**src/rtl/p1305_pkg.sv**
```systemverilog
// shared types and constants for the poly1305 authenticator
`timescale 1ns / 1ps
package p1305_pkg;

    localparam int LIMB_W  = 26;
    localparam int ACC_W   = 27;
    localparam int SUM_W   = 28;
    localparam int COEF_W  = 29;
    localparam int ROW_W   = 60;
    localparam int CARRY_W = ROW_W - LIMB_W;
    localparam int FIN_W   = 32;
    localparam int NLIMB   = 5;

    localparam logic [LIMB_W-1:0] LIMB_MASK = 26'h3ffffff;
    localparam logic [LIMB_W-1:0] CLAMP_1   = 26'h3ffff03;
    localparam logic [LIMB_W-1:0] CLAMP_2   = 26'h3ffc0ff;
    localparam logic [LIMB_W-1:0] CLAMP_3   = 26'h3f03fff;
    localparam logic [LIMB_W-1:0] CLAMP_4   = 26'h00fffff;
    localparam logic [ACC_W-1:0]  HIBIT     = 27'(1 << 24);
    localparam logic [FIN_W-1:0]  FIN_MASK  = 32'(1 << 26) - 32'd1;

    localparam logic [1:0] REG_R_LOW  = 2'd0;
    localparam logic [1:0] REG_R_HIGH = 2'd1;
    localparam logic [1:0] REG_S_LOW  = 2'd2;
    localparam logic [1:0] REG_S_HIGH = 2'd3;

    typedef struct packed {
        logic [NLIMB-1:0][LIMB_W-1:0] limb;
        logic                         hibit;
        logic                         absorb;
        logic                         last;
    } blk_item_t;

    typedef struct packed {
        logic [NLIMB-1:0][LIMB_W-1:0] r;
        logic [63:0]                  s_low;
        logic [63:0]                  s_high;
    } key_t;

    typedef struct packed {
        logic pop;
        logic acc_zero;
    } core_stat_t;

endpackage

```
**src/rtl/p1305_front.sv**
```systemverilog
// front end: accepts items, pads the final block, splits limbs, queues work
`timescale 1ns / 1ps
module p1305_front
    import p1305_pkg::*;
#(
    parameter int DEPTH = 2
)
(
    input  logic        clk,
    input  logic        rst_n,
    input  logic        in_valid,
    output logic        in_stall,
    input  logic [63:0] block_low,
    input  logic [63:0] block_high,
    input  logic [4:0]  byte_count,
    input  logic        last_block,
    output logic        q_valid,
    output blk_item_t   q_item,
    input  logic        q_pop
);

    localparam int PTR_W = (DEPTH > 1) ? $clog2(DEPTH) : 1;
    localparam int CNT_W = $clog2(DEPTH + 1);
    localparam logic [PTR_W-1:0] PTR_LAST = PTR_W'(DEPTH - 1);
    localparam logic [CNT_W-1:0] CNT_FULL = CNT_W'(DEPTH);

    blk_item_t        mem_reg [DEPTH];
    logic [PTR_W-1:0] wr_ptr_reg, wr_ptr_next;
    logic [PTR_W-1:0] rd_ptr_reg, rd_ptr_next;
    logic [CNT_W-1:0] count_reg, count_next;

    logic [4:0]   nsat;
    logic [6:0]   shamt;
    logic [127:0] msg;
    logic [127:0] keep_mask;
    logic [127:0] padded;
    logic [127:0] chosen;
    blk_item_t    item_in;
    logic         push;

    // classify the incoming block and apply the final-block padding
    always_comb
    begin
        nsat      = (byte_count > 5'd16) ? 5'd16 : byte_count;
        shamt     = {nsat[3:0], 3'b000};
        msg       = {block_high, block_low};
        keep_mask = (128'd1 << shamt) - 128'd1;
        padded    = (msg & keep_mask) | (128'd1 << shamt);

        item_in.last   = last_block;
        item_in.absorb = 1'b1;
        item_in.hibit  = 1'b1;
        chosen         = msg;
        if (last_block)
        begin
            if (nsat == 5'd0)
            begin
                item_in.absorb = 1'b0;
                item_in.hibit  = 1'b0;
            end
            else if (nsat != 5'd16)
            begin
                item_in.hibit = 1'b0;
                chosen        = padded;
            end
        end
        item_in.limb[0] = chosen[25:0];
        item_in.limb[1] = chosen[51:26];
        item_in.limb[2] = chosen[77:52];
        item_in.limb[3] = chosen[103:78];
        item_in.limb[4] = {2'b00, chosen[127:104]};
    end

    assign in_stall = (count_reg == CNT_FULL);
    assign push     = in_valid && !in_stall;
    assign q_valid  = (count_reg != '0);
    assign q_item   = mem_reg[rd_ptr_reg];

    always_comb
    begin
        wr_ptr_next = wr_ptr_reg;
        rd_ptr_next = rd_ptr_reg;
        count_next  = count_reg;
        if (push)
        begin
            wr_ptr_next = (wr_ptr_reg == PTR_LAST) ? '0 : wr_ptr_reg + 1'b1;
        end
        if (q_pop)
        begin
            rd_ptr_next = (rd_ptr_reg == PTR_LAST) ? '0 : rd_ptr_reg + 1'b1;
        end
        if (push && !q_pop)
        begin
            count_next = count_reg + 1'b1;
        end
        else if (!push && q_pop)
        begin
            count_next = count_reg - 1'b1;
        end
    end

    always_ff @(posedge clk or negedge rst_n)
    begin
        if (!rst_n)
        begin
            wr_ptr_reg <= '0;
            rd_ptr_reg <= '0;
            count_reg  <= '0;
        end
        else
        begin
            wr_ptr_reg <= wr_ptr_next;
            rd_ptr_reg <= rd_ptr_next;
            count_reg  <= count_next;
        end
    end

    always_ff @(posedge clk)
    begin
        if (push)
        begin
            mem_reg[wr_ptr_reg] <= item_in;
        end
    end

endmodule

```
**config.mk**
```make
export PLATFORM = sky130hd
export DESIGN_NAME = p1305_front
export DESIGN_NICKNAME = d
export VERILOG_FILES = /design/src/rtl/p1305_pkg.sv /design/src/rtl/p1305_front.sv
export SDC_FILE = /design/constraint.sdc
export NUM_CORES = 1
export LEC_CHECK = 0
export ABC_AREA = 1
export BUFFER_PORTS_ARGS = -buffer_cell sky130_fd_sc_hd__buf_4
export CAP_MARGIN = 20
export CORE_MARGIN = 10
export CORE_UTILIZATION = 40
export CTS_BUF_LIST = sky130_fd_sc_hd__clkbuf_8
export DETAILED_ROUTE_END_ITERATION = 8
export SLEW_MARGIN = 20
export SYNTH_ARGS = -nofsm -noshare
export SYNTH_HDL_FRONTEND = slang
export SYNTH_SLANG_ARGS = --single-unit
```
**constraint.sdc**
```tcl
create_clock -name clk -period 9.08 [get_ports clk]
set_clock_uncertainty 0.15 [all_clocks]
set_input_delay 0 -clock clk [delete_from_list [all_inputs] [get_ports clk]]
set_output_delay 0 -clock clk [all_outputs]
set_load 0.03 [all_outputs]
```
# [Word-level counts from Yosys, hierarchy flattened]
# Memory sizes are Yosys's and may differ from the RTL's.
# Index checks and enable logic that the tools add are counted.
[word_totals] ramBits=262 reg_bits=4 n_memories=1
[memory_table] memory="mem_reg" depth=2 word_bits=131 read_ports=1 rd_clocked_by_memory_dff=0 wr=1 line="p1305_front.sv:27" text="blk_item_t mem_reg [DEPTH];"
[classes] addsub=5 order_cmp=1 n_shift=1 bitwise=2 n_reduce_logical=9 eq_ne=2 mux=14
[ops] cell="$mux 128" n=3
[ops] cell="$and 128x128->128" n=1
[ops] cell="$or 128x128->128" n=1
[ops] cell="$shl 1x7->128 const A" n=1
[ops] cell="$sub 128x1->128 const B" n=1
[ops] cell="$mux 1" n=7
[ops] cell="$mux 2" n=3
[ops] cell="$gt 5x5->1 const B" n=1
[ops] cell="$logic_not 5->1" n=1
[ops] cell="$mux 5" n=1
[ops] cell="$ne 5x5->1 const B" n=1
[ops] cell="$reduce_bool 2->1" n=2
[ops] cell="$logic_and 1x1->1" n=3
[ops] cell="$logic_not 1->1" n=3
[ops] cell="$add 1x1->1 const B" n=2
[ops] cell="$add 2x1->2 const B" n=1
[ops] cell="$eq 2x2->1 const B" n=1
[ops] cell="$sub 2x1->2 const B" n=1

# [Longest topological paths before layout]
# Gate-level depths: netlist of the first run.
[logic_depth] word_depth=9 ltp_mapped=12 depth_no_buf=11

# [Worst setup path before layout of the first run]
# Ideal clock, no wire load.
[synth_path] kind="reg2reg" start="reg count_reg[1]" end="mem mem_reg[1][0] (netlist name) (enable)" synth_period_minus_slack_ps=6830 path_stages_with_launch=4 setup_ps=625 arrival_ps=6055 setup_slack_ps=2250 n_path_buf=0 cell_sequence="dfrtp_1 -> inv_1 -> o21ai_0 -> nor2_1"
[synth_via] elab_chain_cells=5
[synth_rtl] element="start, declared" line="p1305_front.sv:30" text="logic [CNT_W-1:0] count_reg, count_next;"
[synth_rtl] element="start signal, assigned" line="p1305_front.sv:114" text="count_reg <= count_next;"
[synth_rtl] element="$eq 2x2->1" line="p1305_front.sv:74" text="assign in_stall = (count_reg == CNT_FULL);"
[synth_rtl] element="$logic_not 1->1" line="p1305_front.sv:75" text="assign push = in_valid && !in_stall;"
[synth_rtl] element="$logic_and 1x1->1" line="p1305_front.sv:75"
[synth_rtl] element="$mux 1" line="p1305_front.sv:120" text="if (push)"
[synth_rtl] element="$mux 1 (implied by the code)" line="p1305_front.sv:122" text="mem_reg[wr_ptr_reg] <= item_in;"
[synth_rtl] element="end, declared" line="p1305_front.sv:27"
# No other way between the ends.

==> results of run 1 <==
[cell usage after synthesis, drive strengths merged (2+ instances only)]
| master | count | share of area [%] |
|---|---|---|
| xor2 | 2 | 0.16 |
| nand3 | 12 | 0.63 |
| nand2 | 43 | 1.6 |
| nor2 | 96 | 3.4 |
| o31ai | 2 | 0.14 |
| mux2 | 131 | 13 |
| a21oi | 13 | 0.72 |
| inv | 118 | 4.0 |
| ha | 2 | 0.23 |
| o21ai | 22 | 1.0 |
| clkbuf | 15 | 0.51 |
| o21a | 7 | 0.47 |
| a21boi | 7 | 0.47 |
| nand4 | 4 | 0.36 |
| dfrtp | 4 | 0.90 |
| buf | 16 | 0.77 |
| edfxtp | 262 | 71 |
[kinds of logic after synthesis]
group	Yosys count
AO/OA/AOI/OAI	55
XOR/XNOR	3
adder cells (fa/ha/maj)	2
buffers and inverters	149
flip-flops	266
multiplexers	131
other	1
AND/OR/NAND/NOR	156
[layout make-up]
type	instances	area (µm²)	area share (%)
multi-input combinational	349	2560	16.3
tap	372	465	2.97
clock inverter	33	154	0.980
timing repair buffer	416	3470	22.1
antenna	2	5.00	0.0319
inverter	118	443	2.82
sequential	266	7970	50.8
clock buffer	45	619	3.95
[worst register-to-register path, stage by stage (launching register included)]
cell and delay [ns]:
dfrtp_1 0.35, inv_1 0.11, o21ai_0 0.25, nor2_4 0.14, buf_4 0.71, buf_4 0.92
[per-stage QoR]
| step | hold slack [ns] | instance area, µm² |
|---|---|---|
| 4_1_cts | 0.0153 | 15700 |
| 3_5_place_dp | -0.350 | 13500 |
| 6_report | 0.0510 | 15700 |
| 5_1_grt | 0.0458 | 15700 |
| 2_1_floorplan | -0.446 | 11100 |
| 3_3_place_gp | -0.351 | 13500 |
[worst max-delay path by stage]
stage                             from              to
after floorplan           count_reg[1]   mem_reg[1][0]
after global placement    count_reg[1]  mem_reg[1][67]
after detailed placement  count_reg[1]  mem_reg[1][59]
after CTS                   rd_ptr_reg      q_item[43]
after global routing        rd_ptr_reg       q_item[2]
final                       rd_ptr_reg      q_item[43]
[timing repair]
action	in CTS	in global routing
hold buffers	140	0
hold endpoints to repair	270	0
setup buffers	0	0
[where the power goes]
group / leakage [nW] / switching, mW / internal [mW]
clock network: 0.459 / 0.454 / 0.487
logic: 3.53 / 1.12 / 0.727
registers: 2.49 / 0.110 / 1.69
[layer usage]
| layer | vias to the layer above | part of all wire, % | global-route usage [%] |
|---|---|---|---|
| li1 | 3537 | - | - |
| met1 | 3526 | 43 | 19.7 |
| met2 | 241 | 49 | 26.5 |
| met3 | 42 | 6.4 | 4.32 |
| met4 | 0 | 1.6 | 4.25 |
| met5 | - | 0 | 0 |
==> out/qor.csv, run 1 <==
metric,value,unit
maximum vdd drop,0.154,mV
mux share of post-synthesis cell area,13.3,%
Hold Path Class,input port to flop,
CP Launch Type,flop,
DR pass1 iterations,4,
DIE AREA,34800,µm²
hold_sp,q_pop,
Worst Tran Pin Value,1.02,ns
cts repair resizes,0,
reg2reg path depth,5,
CTS buffer count,45,
vias,7346,
FF-to-FF Start,count_reg[1],
IO Count,273,
"commonest non-fill, non-tap cell in the layout",buf_4,
WL per Instance,18.0,µm
Leak,6.49,nW
critical path class,flop to output pin,
Worst Path Buf+Inv,2,
global-route wire length before repair,44.4,mm
vias in the first global route,8031,
Setup WS post-layout,5.80,ns
hpwl dp,18.6,mm
largest net degree at the start of global routing,72,
Yosys warning total,0,
Synth Area in Simple Gates,6.03,%
"Max stage delay cell, worst path",dfrtp_4,
Final Hold Vio Count,0,
Final setup viols,0,
synth-to-layout area growth,41.4,%
worst path cell trace,buf_4 > mux2_2 > buf_4,
post-synthesis cell area,11100,µm²
Post-Synthesis Cells,763,
cell family with most CP delay,buffers and inverters,
cell count of the worst hold path,3,
post-synthesis sequential area ratio,71.8,%
Worst EP required,8.93,ns
"most used cell, CP",buf_4,
asr flop ratio synth,1.50,%
Finished Core Util,57.9,%
pre-CTS setup slack,5.97,ns
initial antenna violation count,2,
flop-to-flop setup slack,6.03,ns
Die X,187,µm
Row Count,60,
TritonCTS clock tree,yes,
Die H,187,µm
initial DRC count,360,
max incr delay on CP,1.00,ns
most frequent cells in the layout,"buf_4 (276), edfxtp_1 (262), dlygate4sd3_1 (140)",
"Reg clk slew, reported paths",0.06,ns
# fillers,2197,
Synth Register Bits,266,
post-route minimum period,3.28,ns
Synth Area in Compound Gates,3.12,%
number of synthesized flops with an enable pin,262,
"Arr. time, crit path",3.13,ns
TNS Setup,0,ns
Peak Freq,0.305,GHz
Antenna Nets Post-Route,0,
XOR/XNOR Fraction of Synth Area,0.237,%
clk buf depth,3,
clock latency on the worst-skew pair,0.52,ns
CP Depth,3,
hold endpoint,rd_ptr_reg,
status,"complete, no violations",
share of post-route cells with drive strength above 1,39.1,%
Tcrit/Tclk final,36.1,%
largest family of logic cells by synthesized area,multiplexers,
Setup crit end kind,output pin,
Vias/cell,4.59,
placed insts,1381,
GPL Wtd Cong,0.827,
maxcap violations,0,
most used flip-flop cell after synthesis,edfxtp_1,
Residual DRC,0,
core footprint,27100,µm²
root buffer cell,clkbuf_8,
total grt overflow,0,
Overall Global Routing Usage,15.8,%
PwrDens,293,nW/µm²
clock sinks,266,
Final Max Tran Viols,0,
Synth Area per Inst,14.5,µm²
synth unique cells,35,
Crit Path Max Fanout,71,
RSZ-0062 raised after global routing,no,
max reg flops,262,
H-tree Lvls,2,
initial core utilization,41.0,%
worst r2r dst,mem_reg[1][67],
I/O Buffers,270,
Nets,1336,
Max-slew headroom,32.0,%
Power Total,4.59,mW
adder-cell share of the synthesized area,0.225,%
final wirelength,28.8,mm
Non-Filler Instances,1601,
Power figures use the tool's default switching activity.
==> run 2: changes to the inputs <==
PLACE_DENSITY = 0.65   (was unset)
clock period = 2.8 ns   (was 9.08 ns; I/O delays follow)
==> run 2 against run 1 <==
Register-to-register slack got worse by 5.0 ns. Critical path depth increased by 10. Combinational power increased to 3.4 times the previous value. Clock-buffer cell count increased by 5. Cell area increased by 1.4%. Final cell count increased by 0.62%. Via count increased by 0.68%. Worst setup slack got worse by 5.6 ns. Critical endpoint is now mem_reg[0][83].
==> out/qor.csv, run 2 (synthesis gave the netlist of run 1 again) <==
metric,value,unit,change
Antenna Nets Post-Route,0,,unchanged
# fillers,2146,,-2.3%
RSZ-0062 raised after global routing,no,,
fin area,15900,µm²,+1.4%
post-route minimum period,2.55,ns,
clk buf depth,3,,unchanged
DIE AREA,34800,µm²,unchanged
total grt overflow,0,,unchanged
Post-CTS Setup Inserts,0,,unchanged
initial core utilization,41.0,%,unchanged
Non-Filler Instances,1611,,+0.62%
most frequent cells in the layout,"buf_4 (272), edfxtp_1 (262), dlygate4sd3_1 (142)",,
Row Count,60,,unchanged
initial antenna violation count,4,,+2
routing usage on met3,4.36,%,+0.037 points
hpwl dp,18.8,mm,+1.0%
vias,7396,,+0.68%
Setup crit end kind,flop,,
"Arr. time, crit path",2.80,ns,-0.33 ns
Leak,6.56,nW,+1.2%
Peak Freq,0.392,GHz,
Worst Tran Pin Value,0.578,ns,-0.442 ns
FF+latch area,7970,µm²,unchanged
Crit Path Max Fanout,13,,-82%
hold slack,0.0463,ns,-0.00470 ns
"Max stage delay cell, worst path",dlygate4sd3_1,,
Die H,187,µm,unchanged
Vias/cell,4.59,,about the same
clock latency on the worst-skew pair,0.53,ns,about the same
H-tree Lvls,2,,unchanged
Nets,1341,,+0.37%
"Reg clk slew, reported paths",0.06,ns,about the same
TNS Setup,0,ns,unchanged
FF-to-FF Start,count_reg[0],,
maximum vdd drop,0.642,mV,+320%
IO Count,273,,unchanged
"Cell Area, Placed",13600,µm²,+0.75%
initial DRC count,447,,+24%
Hold Path Class,input port to flop,,
Die X,187,µm,unchanged
"commonest non-fill, non-tap cell in the layout",buf_4,,
clock sinks,266,,unchanged
final wirelength,28.8,mm,+0.19%
Power Total,15.3,mW,+230%
I/O Buffers,270,,unchanged
WL per Instance,17.9,µm,-0.43%
global-route wire length before repair,44.4,mm,about the same
met2 usage,26.0,%,-0.53 points
status,"complete, no violations",,
Residual DRC,0,,unchanged
met1 usage,20.1,%,+0.47 points
max reg flops,262,,unchanged
Tcrit/Tclk final,91.1,%,
hold_sp,block_low[2],,
Max-slew headroom,61.3,%,+29 points
gr busiest metal,met2,,
maxcap violations,0,,unchanged
DR pass1 iterations,5,,+1
Setup WS post-layout,0.249,ns,-5.56 ns
vias in the first global route,7893,,-1.7%
Worst EP required,3.05,ns,-5.88 ns
CTS buffer count,46,,+2.2%
Finished Core Util,58.7,%,+0.82 points
GPL Wtd Cong,0.825,,-0.25%
largest net degree at the start of global routing,73,,+1.4%
TritonCTS clock tree,yes,,
synth-to-layout area growth,43.4,%,
CP Launch Type,input port,,
Final Max Tran Viols,0,,unchanged
root buffer cell,clkbuf_8,,
share of post-route cells with drive strength above 1,39.8,%,+0.72 points
worst path cell trace,dlygate4sd3_1 > buf_4 > inv_2 > nand2_2 > nand2_2 > ha_1 > nand2_2 > a21oi_4 > nand4_4 > nand2_1 > nand2_1 > nand2_1 > dlygate4sd3_1,,
flop-to-flop setup slack,1.02,ns,-5.01 ns
Overall Global Routing Usage,15.9,%,+0.099 points
multi-input combinational cell area,2580,µm²,+0.44%
Final Hold Vio Count,0,,unchanged
pre-CTS setup slack,0.731,ns,-5.24 ns
max incr delay on CP,0.56,ns,-0.44 ns
critical path class,input port to flop,,
placed insts,1383,,+0.14%
PwrDens,962,nW/µm²,+230%
origin of the worst setup path,byte_count[4],,
core footprint,27100,µm²,unchanged
Final setup viols,0,,unchanged
## run 2: cell types whose count changed in the layout (fill, tap and decap cells not counted), sizes merged
cell	previous run	this run
bufinv	1	2
inv	135	132
diode	2	4
buf	276	278
dlygate4sd3	140	142
clkbuf	45	50
clkinvlp	0	1
## run 2: repair_timing
action / CTS / global route
gates resized for setup: 0 / 0
hold buffers: 142 / 0
hold endpoints to repair: 336 / 0
## run 2: cell type report
cell class	count	share of cell area [%]
Sequential cell	266	50.1
Clock inverter	32	1.14
Timing Repair Buffer	420	22.5
Clock buffer	50	4.32
Tap cell	372	2.92
Multi-Input combinational cell	349	16.2
Inverter	118	2.78
Antenna cell	4	0.0629
## run 2: final timing paths
kind,cells after the start,endpoint
max,13,mem_reg[0][83]
min,2,mem_reg[1][5]
max reg2reg,6,count_reg[1]
min reg2reg,2,count_reg[1]
max in group asynchronous,3,rd_ptr_reg
min in group asynchronous,3,count_reg[1]
## run 2: layer usage
metal	vias to the layer above	part of all wire (%)	wire, µm
li1	3555	-	-
met1	3542	43	12300
met2	253	48	14000
met5	-	0	0
met3	46	6.7	1940
met4	0	2.1	597
## run 2: power by group
group          leakage, nW  switching [mW]  internal, mW
clock network        0.495            1.52          1.82
registers             2.49           0.272          5.48
logic                 3.57            3.77          2.45
## run 2: critical path, delay by kind of cell
family          cells  cell delay [ns]
compound gates      1             0.31
buf+inv             4             1.40
simple gates        7             0.89
fa+ha+maj           1             0.19
==> run 3: changes to the inputs <==
PLACE_DENSITY = unset   (was 0.65)
PLACE_DENSITY_LB_ADDON = 0.15   (was unset)
==> run 3 against run 2 <==
Worst setup slack worse by 0.0079 ns. Routed wire length down 1.3%. Maximum frequency down 0.31%. Critical path type unchanged. Highest routed layer unchanged.
==> out/qor.csv, run 3 (synthesis gave the netlist of run 1 again) <==
metric,value,unit,change
status,"complete, no violations",,
core footprint,27100,µm²,unchanged
routing usage on met3,5.31,%,+0.95 points
worst path cell trace,dlygate4sd3_1 > buf_4 > inv_2 > nand2_2 > nand2_2 > ha_1 > nand2_2 > a21oi_4 > nand4_4 > nand2_1 > nand2_1 > nand2_1 > dlygate4sd3_1,,
"Arr. time, crit path",2.80,ns,about the same
Peak Freq,0.391,GHz,-0.31%
final wirelength,28.4,mm,-1.3%
pre-CTS setup slack,0.745,ns,+0.0144 ns
# fillers,2234,,+4.1%
GPL Wtd Cong,0.829,,+0.45%
hold endpoint,mem_reg[0][8],,
fin area,15800,µm²,-0.64%
reg2reg path depth,6,,unchanged
Max-slew headroom,55.8,%,-5.5 points
Worst EP required,3.04,ns,about the same
Final setup viols,0,,unchanged
cell count of the worst hold path,2,,unchanged
vias in the first global route,7963,,+0.89%
Nets,1342,,+0.075%
initial DRC count,302,,-32%
max incr delay on CP,0.56,ns,about the same
most frequent cells in the layout,"buf_4 (273), edfxtp_1 (262), dlygate4sd3_1 (142)",,
TritonCTS clock tree,yes,,
Post-CTS Setup Inserts,0,,unchanged
Vias/cell,4.56,,-0.67%
Residual DRC,0,,unchanged
"Reg clk slew, reported paths",0.06,ns,about the same
Worst Tran Pin Value,0.660,ns,+0.0821 ns
Setup WS post-layout,0.241,ns,-0.00792 ns
WL per Instance,17.7,µm,-0.85%
vias,7310,,-1.2%
hpwl dp,18.3,mm,-2.5%
clock latency on the worst-skew pair,0.54,ns,about the same
Worst Path Buf+Inv,4,,unchanged
Antenna Nets Post-Route,0,,unchanged
CP Launch Type,input port,,
RSZ-0062 raised after global routing,no,,
TNS Setup,0,ns,unchanged
Final Max Tran Viols,0,,unchanged
H-tree Lvls,2,,unchanged
Final Hold Vio Count,0,,unchanged
IO Count,273,,unchanged
gr busiest metal,met2,,
maxcap violations,0,,unchanged
"commonest non-fill, non-tap cell in the layout",buf_4,,
PwrDens,947,nW/µm²,-1.5%
flop-to-flop setup slack,1.03,ns,about the same
Row Count,60,,unchanged
initial core utilization,41.0,%,unchanged
Tcrit/Tclk final,91.4,%,+0.28 points
I/O Buffers,270,,unchanged
hold_sp,block_low[5],,
Leak,6.51,nW,-0.80%
Non-Filler Instances,1603,,-0.50%
synth-to-layout area growth,42.5,%,
initial antenna violation count,2,,-2
Die H,187,µm,unchanged
"Max stage delay cell, worst path",dlygate4sd3_1,,
post-route minimum period,2.56,ns,+0.00792 ns
met2 usage,26.1,%,+0.083 points
Crit Path Max Fanout,13,,unchanged
max reg flops,262,,unchanged
Die X,187,µm,unchanged
maximum vdd drop,0.575,mV,-10%
DIE AREA,34800,µm²,unchanged
total grt overflow,0,,unchanged
largest net degree at the start of global routing,90,,+23%
worst r2r dst,count_reg[1],,
FF-to-FF Start,count_reg[0],,
CTS buffer count,47,,+2.2%
met1 usage,19.5,%,-0.66 points
root buffer cell,clkbuf_8,,
critical path class,input port to flop,,
Hold Path Class,input port to flop,,
cell family with most CP delay,buffers and inverters,,
Power Total,15.0,mW,-2.1%
Finished Core Util,58.4,%,-0.38 points
global-route wire length before repair,44.5,mm,+0.14%
placed insts,1383,,unchanged
DR pass1 iterations,5,,unchanged
"Cell Area, Placed",13600,µm²,about the same
Setup crit end kind,flop,,
hold slack,0.0413,ns,-0.00508 ns
clk buf depth,3,,unchanged
clock sinks,266,,unchanged
Overall Global Routing Usage,15.8,%,-0.060 points
share of post-route cells with drive strength above 1,39.8,%,-0.050 points
==> run 3: cell types whose count changed in the layout (fill, tap and decap cells not counted) <==
cell       change
buf_4          +1
clkbuf_8       -1
diode_2        -2
clkinv_1       -1
bufinv_16      -2
inv_1          -2
buf_12         -1
==> run 3: final cells by class <==
| cell class | count | area [µm²] | area share [%] |
|---|---|---|---|
| clock inverter | 27 | 110 | 0.696 |
| antenna | 2 | 5.00 | 0.0316 |
| timing repair buffer | 420 | 3570 | 22.6 |
| sequential | 266 | 7970 | 50.4 |
| clock buffer | 49 | 674 | 4.26 |
| multi-input combinational | 349 | 2580 | 16.3 |
| inverter | 118 | 443 | 2.80 |
| tap | 372 | 465 | 2.94 |
==> run 3: routing by layer <==
metal,vias to the layer above,routed length (µm)
li1,3552,-
met1,3475,12200
met2,247,13600
met3,36,2120
met4,0,476
met5,-,0
==> run 3: worst max-delay path by stage <==
stage,from,to,slack (ns),depth (start not counted)
3_3_place_gp,byte_count[2],mem_reg[0][34],0.82,10
2_1_floorplan,count_reg[1],mem_reg[1][0],-0.26,3
5_1_grt,byte_count[4],mem_reg[0][83],0.04,13
4_1_cts,byte_count[4],mem_reg[1][83],0.29,13
6_report,byte_count[4],mem_reg[1][83],0.24,13
3_5_place_dp,byte_count[2],mem_reg[0][33],0.75,10
==> run 3: what timing repair did <==
| item | 4_1_cts | 5_1_grt |
|---|---|---|
| hold endpoints to repair | 317 | 0 |
| endpoints found under the setup margin | 0 | 0 |
| hold buffers | 142 | 0 |
| resized for setup | 0 | 0 |
==> run 3: power by group <==
part	leakage (nW)	internal [mW]	switching, mW	total [mW]
Clock	0.448	1.59	1.46	3.05
Combinational	3.57	2.43	3.83	6.26
Sequential	2.49	5.48	0.181	5.67
